--- config.mk ---
export PLATFORM = sky130hd
export DESIGN_NAME = base64_stream_encoder_core
export DESIGN_NICKNAME = d
export VERILOG_FILES = /design/src/sv/b64e_pkg.sv /design/src/sv/b64e_front.sv /design/src/sv/b64e_queue.sv /design/src/sv/b64e_back.sv /design/src/sv/base64_stream_encoder_core.sv
export SDC_FILE = /design/constraint.sdc
export NUM_CORES = 1
export LEC_CHECK = 0
export ABC_AREA = 1
export ABC_CLOCK_PERIOD_IN_PS = 2900
export BUFFER_PORTS_ARGS = -buffer_cell sky130_fd_sc_hd__buf_4
export CAP_MARGIN = 40
export CORE_ASPECT_RATIO = 0.8
export CORE_MARGIN = 4
export CORE_UTILIZATION = 30
export DETAILED_ROUTE_END_ITERATION = 8
export GPL_ROUTABILITY_DRIVEN = 0
export PLACE_DENSITY = 0.43
export SYNTH_ARGS = -nofsm -noshare
export SYNTH_HDL_FRONTEND = slang
export SYNTH_SLANG_ARGS = --single-unit
export TNS_END_PERCENT = 10
--- constraint.sdc ---
create_clock -name clock -period 2.9 [get_ports clock]
set_clock_uncertainty 0.2 [all_clocks]
set_input_delay 0.58 -clock clock [delete_from_list [all_inputs] [get_ports clock]]
set_output_delay 0.58 -clock clock [all_outputs]
set_load 0.01 [all_outputs]
--- src/sv/b64e_pkg.sv ---
package b64e_pkg;

   // queue between front and back, in jobs of up to four characters
   localparam int QUEUE_DEPTH_DEF = 4;

   // configuration port
   localparam int CSR_INDEX_W = 2;
   localparam int CSR_DATA_W  = 8;
   localparam logic [CSR_INDEX_W-1:0] CSR_URL_ALPHABET = 2'd0;
   localparam logic [CSR_INDEX_W-1:0] CSR_EMIT_PADDING = 2'd1;

   localparam int SEXTET_W = 6;
   localparam int JOB_SYMS = 4;
   localparam logic [7:0] PAD_CHAR = 8'h3D;

   // input word
   typedef struct packed {
      logic [7:0] data_byte;
      logic       last_byte;
   } req_word_type;

   // result word
   typedef struct packed {
      logic [7:0] out_char;
      logic       out_last;
   } rsp_word_type;

   // one pending character: a sextet code or a pad
   typedef struct packed {
      logic                is_pad;
      logic [SEXTET_W-1:0] sextet;
   } sym_type;

   // everything one input byte turns into
   typedef struct packed {
      sym_type [JOB_SYMS-1:0] syms;
      logic [1:0]             count_m1;
      logic                   last;
   } job_type;

   // group position, one-hot
   typedef enum logic [2:0] {
      PH0 = 3'b001,
      PH1 = 3'b010,
      PH2 = 3'b100
   } phase_type;

endpackage

--- src/sv/b64e_front.sv ---
module b64e_front (
   input  logic                  clock,
   input  logic                  reset,
   input  logic                  req_push,
   input  logic                  q_full,
   input  b64e_pkg::req_word_type req_word,
   input  logic                  emit_padding,
   output logic                  q_push,
   output b64e_pkg::job_type     q_job
);

   b64e_pkg::phase_type phase_ff, phase_in;
   logic [b64e_pkg::SEXTET_W-1:0] carry_ff, carry_in;
   logic [7:0] b;

   localparam b64e_pkg::sym_type PAD_SYM = '{is_pad: 1'b1, sextet: '0};

   assign b      = req_word.data_byte;
   assign q_push = req_push & ~q_full;

   // split the byte into sextets and work out the flush on the last byte
   always_comb begin
      q_job    = '0;
      phase_in = phase_ff;
      carry_in = carry_ff;
      case (phase_ff)
         b64e_pkg::PH1: begin
            q_job.syms[0].sextet = carry_ff | {2'b00, b[7:4]};
            carry_in = {b[3:0], 2'b00};
            phase_in = b64e_pkg::PH2;
         end
         b64e_pkg::PH2: begin
            q_job.syms[0].sextet = carry_ff | {4'b0000, b[7:6]};
            q_job.syms[1].sextet = b[5:0];
            q_job.count_m1 = 2'd1;
            carry_in = '0;
            phase_in = b64e_pkg::PH0;
         end
         default: begin
            q_job.syms[0].sextet = b[7:2];
            carry_in = {b[1:0], 4'b0000};
            phase_in = b64e_pkg::PH1;
         end
      endcase
      if (req_word.last_byte) begin
         q_job.last = 1'b1;
         case (phase_in)
            b64e_pkg::PH1: begin
               q_job.syms[1].sextet = carry_in;
               if (emit_padding) begin
                  q_job.syms[2] = PAD_SYM;
                  q_job.syms[3] = PAD_SYM;
                  q_job.count_m1 = 2'd3;
               end else begin
                  q_job.count_m1 = 2'd1;
               end
            end
            b64e_pkg::PH2: begin
               q_job.syms[1].sextet = carry_in;
               if (emit_padding) begin
                  q_job.syms[2] = PAD_SYM;
                  q_job.count_m1 = 2'd2;
               end else begin
                  q_job.count_m1 = 2'd1;
               end
            end
            default: begin
               // group already complete, nothing to flush
            end
         endcase
         phase_in = b64e_pkg::PH0;
         carry_in = '0;
      end
   end

   // group state advances on each accepted byte
   always_ff @(posedge clock) begin
      if (reset) begin
         phase_ff <= b64e_pkg::PH0;
         carry_ff <= '0;
      end else if (q_push) begin
         phase_ff <= phase_in;
         carry_ff <= carry_in;
      end
   end

endmodule

--- src/sv/b64e_queue.sv ---
module b64e_queue #(
   parameter int DEPTH = b64e_pkg::QUEUE_DEPTH_DEF
) (
   input  logic              clock,
   input  logic              reset,
   input  logic              push,
   input  b64e_pkg::job_type push_job,
   output logic              full,
   input  logic              pop,
   output b64e_pkg::job_type head,
   output logic              empty
);

   localparam int PTR_W = (DEPTH > 1) ? $clog2(DEPTH) : 1;
   localparam int CNT_W = $clog2(DEPTH + 1);

   b64e_pkg::job_type slots_ff [DEPTH];
   logic [PTR_W-1:0] wr_ptr_ff, wr_ptr_in;
   logic [PTR_W-1:0] rd_ptr_ff, rd_ptr_in;
   logic [CNT_W-1:0] count_ff, count_in;

   assign full  = (count_ff == CNT_W'(DEPTH));
   assign empty = (count_ff == '0);
   assign head  = slots_ff[rd_ptr_ff];

   // pointer wrap and occupancy
   always_comb begin
      wr_ptr_in = wr_ptr_ff;
      rd_ptr_in = rd_ptr_ff;
      count_in  = count_ff;
      if (push) begin
         wr_ptr_in = (wr_ptr_ff == PTR_W'(DEPTH - 1)) ? '0 : wr_ptr_ff + 1'b1;
      end
      if (pop) begin
         rd_ptr_in = (rd_ptr_ff == PTR_W'(DEPTH - 1)) ? '0 : rd_ptr_ff + 1'b1;
      end
      if (push && !pop) begin
         count_in = count_ff + 1'b1;
      end else if (pop && !push) begin
         count_in = count_ff - 1'b1;
      end
   end

   always_ff @(posedge clock) begin
      if (reset) begin
         wr_ptr_ff <= '0;
         rd_ptr_ff <= '0;
         count_ff  <= '0;
      end else begin
         wr_ptr_ff <= wr_ptr_in;
         rd_ptr_ff <= rd_ptr_in;
         count_ff  <= count_in;
      end
   end

   // job storage
   always_ff @(posedge clock) begin
      if (push) begin
         slots_ff[wr_ptr_ff] <= push_job;
      end
   end

endmodule

--- src/sv/b64e_back.sv ---
module b64e_back (
   input  logic                   clock,
   input  logic                   reset,
   input  logic                   url_alphabet,
   input  logic                   q_empty,
   input  b64e_pkg::job_type      q_head,
   output logic                   q_pop,
   output b64e_pkg::rsp_word_type rsp_word,
   output logic                   rsp_empty,
   input  logic                   rsp_pop
);

   logic [1:0] idx_ff, idx_in;
   logic       valid_ff, valid_in;
   b64e_pkg::rsp_word_type rsp_ff, rsp_in;
   b64e_pkg::sym_type sym;
   logic       load;
   logic       at_end;

   // sextet code to ascii
   function automatic logic [7:0] sextet_char(input logic [5:0] v, input logic url);
      logic [7:0] c;
      c = 8'h00;
      case (v) inside
         [6'd0:6'd25]:  c = 8'h41 + {2'b00, v};
         [6'd26:6'd51]: c = 8'h61 + {2'b00, v} - 8'd26;
         [6'd52:6'd61]: c = 8'h30 + {2'b00, v} - 8'd52;
         6'd62:         c = url ? 8'h2D : 8'h2B;
         default:       c = url ? 8'h5F : 8'h2F;
      endcase
      return c;
   endfunction

   assign sym    = q_head.syms[idx_ff];
   assign at_end = (idx_ff == q_head.count_m1);
   assign load   = ~q_empty & (~valid_ff | rsp_pop);
   assign q_pop  = load & at_end;

   // next character out of the head job
   always_comb begin
      rsp_in.out_char = sym.is_pad ? b64e_pkg::PAD_CHAR : sextet_char(sym.sextet, url_alphabet);
      rsp_in.out_last = q_head.last & at_end;
      idx_in   = at_end ? 2'd0 : idx_ff + 2'd1;
      valid_in = load | (valid_ff & ~rsp_pop);
   end

   always_ff @(posedge clock) begin
      if (reset) begin
         idx_ff   <= '0;
         valid_ff <= 1'b0;
      end else begin
         valid_ff <= valid_in;
         if (load) begin
            idx_ff <= idx_in;
         end
      end
   end

   // output register
   always_ff @(posedge clock) begin
      if (load) begin
         rsp_ff <= rsp_in;
      end
   end

   assign rsp_word  = rsp_ff;
   assign rsp_empty = ~valid_ff;

endmodule

--- src/sv/base64_stream_encoder_core.sv ---
// path: each accepted byte becomes a job in the queue, read out into the output register
// throughput: a byte can be taken every cycle while the job queue has room; characters leave
//   at one per cycle from the output register while the receiver pops, so a steady stream
//   runs at 4 characters per 3 bytes, and a last byte adds up to 3 more characters
// reset: synchronous, active high; empties the queue and output, restarts the group,
//   selects the standard alphabet and turns padding on
module base64_stream_encoder_core #(
   parameter int QUEUE_DEPTH = b64e_pkg::QUEUE_DEPTH_DEF
) (
   input  logic                                clock,
   input  logic                                reset,
   input  logic                                req_push,
   output logic                                req_full,
   input  b64e_pkg::req_word_type              req_word,
   output logic                                rsp_empty,
   input  logic                                rsp_pop,
   output b64e_pkg::rsp_word_type              rsp_word,
   input  logic                                csr_valid,
   output logic                                csr_ready,
   input  logic [b64e_pkg::CSR_INDEX_W-1:0]    csr_index,
   input  logic [b64e_pkg::CSR_DATA_W-1:0]     csr_data
);

   logic url_alphabet_ff;
   logic emit_padding_ff;
   logic q_push, q_pop, q_full, q_empty;
   b64e_pkg::job_type q_job, q_head;

   // configuration registers
   assign csr_ready = 1'b1;

   always_ff @(posedge clock) begin
      if (reset) begin
         url_alphabet_ff <= 1'b0;
         emit_padding_ff <= 1'b1;
      end else if (csr_valid) begin
         if (csr_index == b64e_pkg::CSR_URL_ALPHABET) begin
            url_alphabet_ff <= csr_data[0];
         end else if (csr_index == b64e_pkg::CSR_EMIT_PADDING) begin
            emit_padding_ff <= csr_data[0];
         end
      end
   end

   assign req_full = q_full;

   b64e_front u_front (
      .clock        (clock),
      .reset        (reset),
      .req_push     (req_push),
      .q_full       (q_full),
      .req_word     (req_word),
      .emit_padding (emit_padding_ff),
      .q_push       (q_push),
      .q_job        (q_job)
   );

   b64e_queue #(
      .DEPTH (QUEUE_DEPTH)
   ) u_queue (
      .clock    (clock),
      .reset    (reset),
      .push     (q_push),
      .push_job (q_job),
      .full     (q_full),
      .pop      (q_pop),
      .head     (q_head),
      .empty    (q_empty)
   );

   b64e_back u_back (
      .clock        (clock),
      .reset        (reset),
      .url_alphabet (url_alphabet_ff),
      .q_empty      (q_empty),
      .q_head       (q_head),
      .q_pop        (q_pop),
      .rsp_word     (rsp_word),
      .rsp_empty    (rsp_empty),
      .rsp_pop      (rsp_pop)
   );

endmodule

==> impl_results.html <==
<table>
<tr><th>Metric</th><th>Value</th></tr>
<tr><th colspan="2">Status</th></tr>
<tr><td>Run status</td><td>completed</td></tr>
<tr><th colspan="2">Place</th></tr>
<tr><td>Post-Place Worst Slack</td><td>between 0.1 and 0.15 ns</td></tr>
<tr><td>Detailed placement HPWL</td><td>~8.4 mm</td></tr>
<tr><td>Number of placed instances, taps included</td><td>811</td></tr>
<tr><td>Port Buf Inserts</td><td>27</td></tr>
<tr><th colspan="2">Clock network</th></tr>
<tr><td>Root Buffer</td><td>sky130_fd_sc_hd__clkbuf_16</td></tr>
<tr><td>CTS clock-pin slew for the worst setup and hold paths</td><td>~0.07 ns</td></tr>
<tr><td>TritonCTS clock tree</td><td>built</td></tr>
<tr><td>Hold-fix buffers at CTS</td><td>0</td></tr>
<tr><td>Setup repair bufs after CTS</td><td>0</td></tr>
<tr><td>Resize count post-CTS</td><td>0</td></tr>
<tr><td>Clock insertion delay at the later pin of the skew report</td><td>around 0.35 ns</td></tr>
<tr><td>Max Buffers Root-to-Sink</td><td>2</td></tr>
<tr><td>CTS H-tree lvls</td><td>3</td></tr>
<tr><td>Clock sink total</td><td>about 100</td></tr>
<tr><td>Number of buffers added by the clock tree synthesis step</td><td>9</td></tr>
<tr><th colspan="2">Die</th></tr>
<tr><td>Die width</td><td>approximately 150 um</td></tr>
<tr><td>I/O pin cnt</td><td>36</td></tr>
<tr><td>Area of the die</td><td>a little under 0.02 mm2</td></tr>
<tr><td>Site Rows</td><td>between 40 and 50</td></tr>
<tr><td>Total core area</td><td>approximately 0.017 mm2</td></tr>
<tr><td>Overall die height</td><td>about 120 um</td></tr>
<tr><td>Starting density of the core</td><td>0.308</td></tr>
<tr><th colspan="2">Global route</th></tr>
<tr><td>Wire length of the first global-routing pass</td><td>19.3 mm</td></tr>
<tr><td>Vias in the first global route</td><td>~3600</td></tr>
<tr><td>Overall routing resource usage</td><td>0.127</td></tr>
<tr><td>Number of antenna violations at the first check in global routing</td><td>0</td></tr>
<tr><td>Total grt overflow</td><td>0</td></tr>
<tr><td>Largest net degree at the start of global routing</td><td>20</td></tr>
<tr><th colspan="2">Setup path</th></tr>
<tr><td>Cell-by-cell listing of the critical path</td><td>buf_6, nand2_1, nand3_1, nand3_2, inv_2, nor2_2, ha_1, nand2_1, nor2_2, o22ai_4, inv_2, nand2_1, inv_2, o21ai_1, o211ai_1</td></tr>
<tr><td>Critical Setup Path Class</td><td>flop to flop</td></tr>
<tr><td>Arrival time at the worst endpoint</td><td>about 2.6 ns</td></tr>
<tr><td>Critical Path Slowest Stage Cell</td><td>sky130_fd_sc_hd__dfxtp_2</td></tr>
<tr><td>Data required, critical path</td><td>2.78 ns</td></tr>
<tr><td>Startpoint type of the worst setup path</td><td>flop</td></tr>
<tr><td>Worst setup EP type</td><td>flop</td></tr>
<tr><td>Highest net fanout along the worst path</td><td>18</td></tr>
<tr><td>Slowest Stage Delay on Critical Path</td><td>slightly above 0.4 ns</td></tr>
<tr><th colspan="2">Layout</th></tr>
<tr><td>Fraction of layout cells with a size suffix above 1</td><td>0.178</td></tr>
<tr><td>Number of antenna repair diodes</td><td>0</td></tr>
<tr><td>Area growth from synthesis to final layout</td><td>17.2%</td></tr>
<tr><td>Non-Filler Instances</td><td>between 800 and 900</td></tr>
<tr><td>NumNets Final</td><td>645</td></tr>
<tr><th colspan="2">Yosys</th></tr>
<tr><td>Post-synthesis async set-or-reset flop share</td><td>0</td></tr>
<tr><td>Top cell type by total area after synthesis</td><td>sky130_fd_sc_hd__edfxtp_1</td></tr>
<tr><td>Average cell area after synthesis</td><td>9.24 um2</td></tr>
<tr><td>Netlist area before placement</td><td>slightly above 0.005 mm2</td></tr>
<tr><td>Most frequent cell after synthesis</td><td>sky130_fd_sc_hd__nand2_1</td></tr>
<tr><td>Warnings from Yosys</td><td>0</td></tr>
<tr><td>Syn Nets</td><td>approximately 600</td></tr>
<tr><td>Distinct cell type count after synthesis</td><td>42</td></tr>
<tr><td>Synth Instances</td><td>555</td></tr>
<tr><td>Dominant register cell in the synthesized netlist</td><td>sky130_fd_sc_hd__edfxtp_1</td></tr>
<tr><td>Area share of the largest cell type after synthesis</td><td>0.451</td></tr>
<tr><td>Sequential element share of the synthesized area</td><td>0.533</td></tr>
<tr><td>Synth cell count leaders</td><td>sky130_fd_sc_hd__nand2_1, sky130_fd_sc_hd__inv_1, sky130_fd_sc_hd__edfxtp_1</td></tr>
<tr><td>Number of synthesized register bits</td><td>98</td></tr>
<tr><td>EDFF count, synth</td><td>77</td></tr>
<tr><td>Top cells by area, synth</td><td>sky130_fd_sc_hd__edfxtp_1, sky130_fd_sc_hd__nand2_1, sky130_fd_sc_hd__dfxtp_1</td></tr>
<tr><th colspan="2">Pwr</th></tr>
<tr><td>Static power due to leakage</td><td>2.60 nW</td></tr>
<tr><td>Total net switching power</td><td>2.87 mW</td></tr>
<tr><td>Cell area power density</td><td>1110 mW/mm2</td></tr>
<tr><td>Overall Power</td><td>roughly 6.7 mW</td></tr>
<tr><td>Pint</td><td>around 3.8 mW</td></tr>
<tr><td>Part of the power in combinational logic</td><td>0.528</td></tr>
<tr><td>Portion of total power attributed to sequential cells</td><td>0.295</td></tr>
<tr><td>Portion of total power attributed to the clock network</td><td>0.177</td></tr>
<tr><td>Peak supply drop</td><td>just under 0.4 mV</td></tr>
<tr><td>Switching Fraction</td><td>0.431</td></tr>
<tr><th colspan="2">Route</th></tr>
<tr><td>DRC violations left</td><td>0</td></tr>
<tr><td>Count of vias placed by the detailed router</td><td>3704</td></tr>
<tr><td>Final wirelength</td><td>11.8 mm</td></tr>
<tr><td>Via-per-instance ratio</td><td>around 4.5</td></tr>
<tr><td>Post-detailed-route wirelength per cell</td><td>around 14 um</td></tr>
<tr><td>Remaining antenna violation count after routing</td><td>0</td></tr>
<tr><td>TritonRoute pass-1 iters</td><td>4</td></tr>
<tr><td>First-iteration detailed-routing DRC count</td><td>about 150</td></tr>
<tr><th colspan="2">Timing</th></tr>
<tr><td>Final critical delay including setup and external delays</td><td>about 2.7 ns</td></tr>
<tr><td>Setup repair after global routing missed its margin</td><td>true</td></tr>
<tr><td>Tightest slew margin relative to the limit</td><td>0.486</td></tr>
<tr><td>Transition time at the pin with the least slew margin</td><td>0.763 ns</td></tr>
<tr><td>Final Cycle Share</td><td>0.920</td></tr>
<tr><td># setup viols final</td><td>0</td></tr>
<tr><td>Final WS setup</td><td>between 0.2 and 0.25 ns</td></tr>
<tr><td>Final Hold Violating Endpoints</td><td>0</td></tr>
<tr><td>Max Slew Vio Count</td><td>0</td></tr>
<tr><td>Setup TNS</td><td>0 ns</td></tr>
<tr><td>Highest Clock Rate</td><td>around 370 MHz</td></tr>
<tr><th colspan="2">Run</th></tr>
<tr><td>Max-Cap Viols</td><td>0</td></tr>
<tr><th colspan="2">Hold path</th></tr>
<tr><td>Worst min-delay path class</td><td>flop to flop</td></tr>
</table>
-- cell families (layout without fill, tap and decap cells) --
logic type                 count (synthesis)  in the layout  synth area share
AOI/OAI and AO/OA                         74             74            0.0878
DFF                                       98             98             0.533
buffers and inverters                    111            163            0.0939
adders and majority gates                 19             19            0.0478
xor gates and xnor gates                   6              6            0.0102
and+or+nand+nor                          246            246             0.226
other                                      1              1          0.000731
-- per-layer routing --
metal	track usage	vias up	part of all wire
met1	0.184	1704	0.52
li1	-	1933	-
met5	0	-	0
met2	0.191	60	0.43
met4	0.0296	0	0.0064
met3	0.0349	7	0.044
-- critical path, delay by kind of cell (launching register included) --
kind | cells | cell delay [ns]
flip-flops | 1 | 0.41
buffers and inverters | 4 | 0.48
AND/OR/NAND/NOR | 7 | 0.73
AO/OA/AOI/OAI | 3 | 0.38
adder cells (fa/ha/maj) | 1 | 0.21
-- flip-flops by register name (all words and copies together) (netlist names), named ones only --
register,cells
u_back.rsp_word,9
emit_padding_ff,1
u_front.phase_ff,3
u_back.valid_ff,1
u_queue.slots_ff,68
u_front.carry_ff,4
u_queue.rd_ptr_ff,2
u_back.idx_ff,2
u_queue.wr_ptr_ff,2
u_queue.count_ff,3
url_alphabet_ff,1
-- layout by cell type (no fill, tap or decap), drive strengths merged, types with 18 or more instances in the layout --
cell type  count
ha            18
nand2        127
dfxtp         21
nor2          48
buf           51
nand3         58
o21ai         30
a21oi         19
inv           99
edfxtp        77
-- power groups by stage --
stage | clock [mW] | sequential (mW) | combinational [mW]
floorplan | 0 | 2.01 | 2.47
global placement | 0 | 1.99 | 3.53
detailed placement | 0 | 2.00 | 3.53
CTS | 1.22 | 1.97 | 3.54
global route | 1.28 | 2.00 | 4.03
finish | 1.18 | 1.97 | 3.53
-- per-stage QoR --
| step | util | area (um2) | hold slack [ns] |
|---|---|---|---|
| 2_1_floorplan | - | 5130 | 0.245 |
| 3_3_place_gp | 0.342 | 5690 | 0.257 |
| 3_5_place_dp | 0.342 | 5690 | 0.268 |
| 4_1_cts | 0.359 | 5990 | 0.265 |
| 5_1_grt | 0.361 | 6010 | 0.286 |
| 6_report | 0.361 | 6010 | 0.275 |
-- path summary, 6_finish.rpt --
kind                            slack (ns)           startpoint  cells past startpoint                  end
worst min register to register        0.27  u_front.carry_ff[5]                      2  u_front.carry_ff[5]
worst max-delay path                  0.23                 flop                     15   u_back.rsp_word[1]
worst max register to register        0.23                 flop                     15   u_back.rsp_word[1]
worst min-delay path                  0.27  u_front.carry_ff[5]                      2  u_front.carry_ff[5]
-- layout make-up --
class,count,area [um2]
Clock buffer,9,225
Tap cell,220,275
Inverter,96,368
Multi-Input combinational cell,346,1920
Clock inverter,7,70.1
Fill cell,1660,10600
Sequential cell,98,2740
Timing Repair Buffer,51,415
Power figures use the tool's default switching activity.
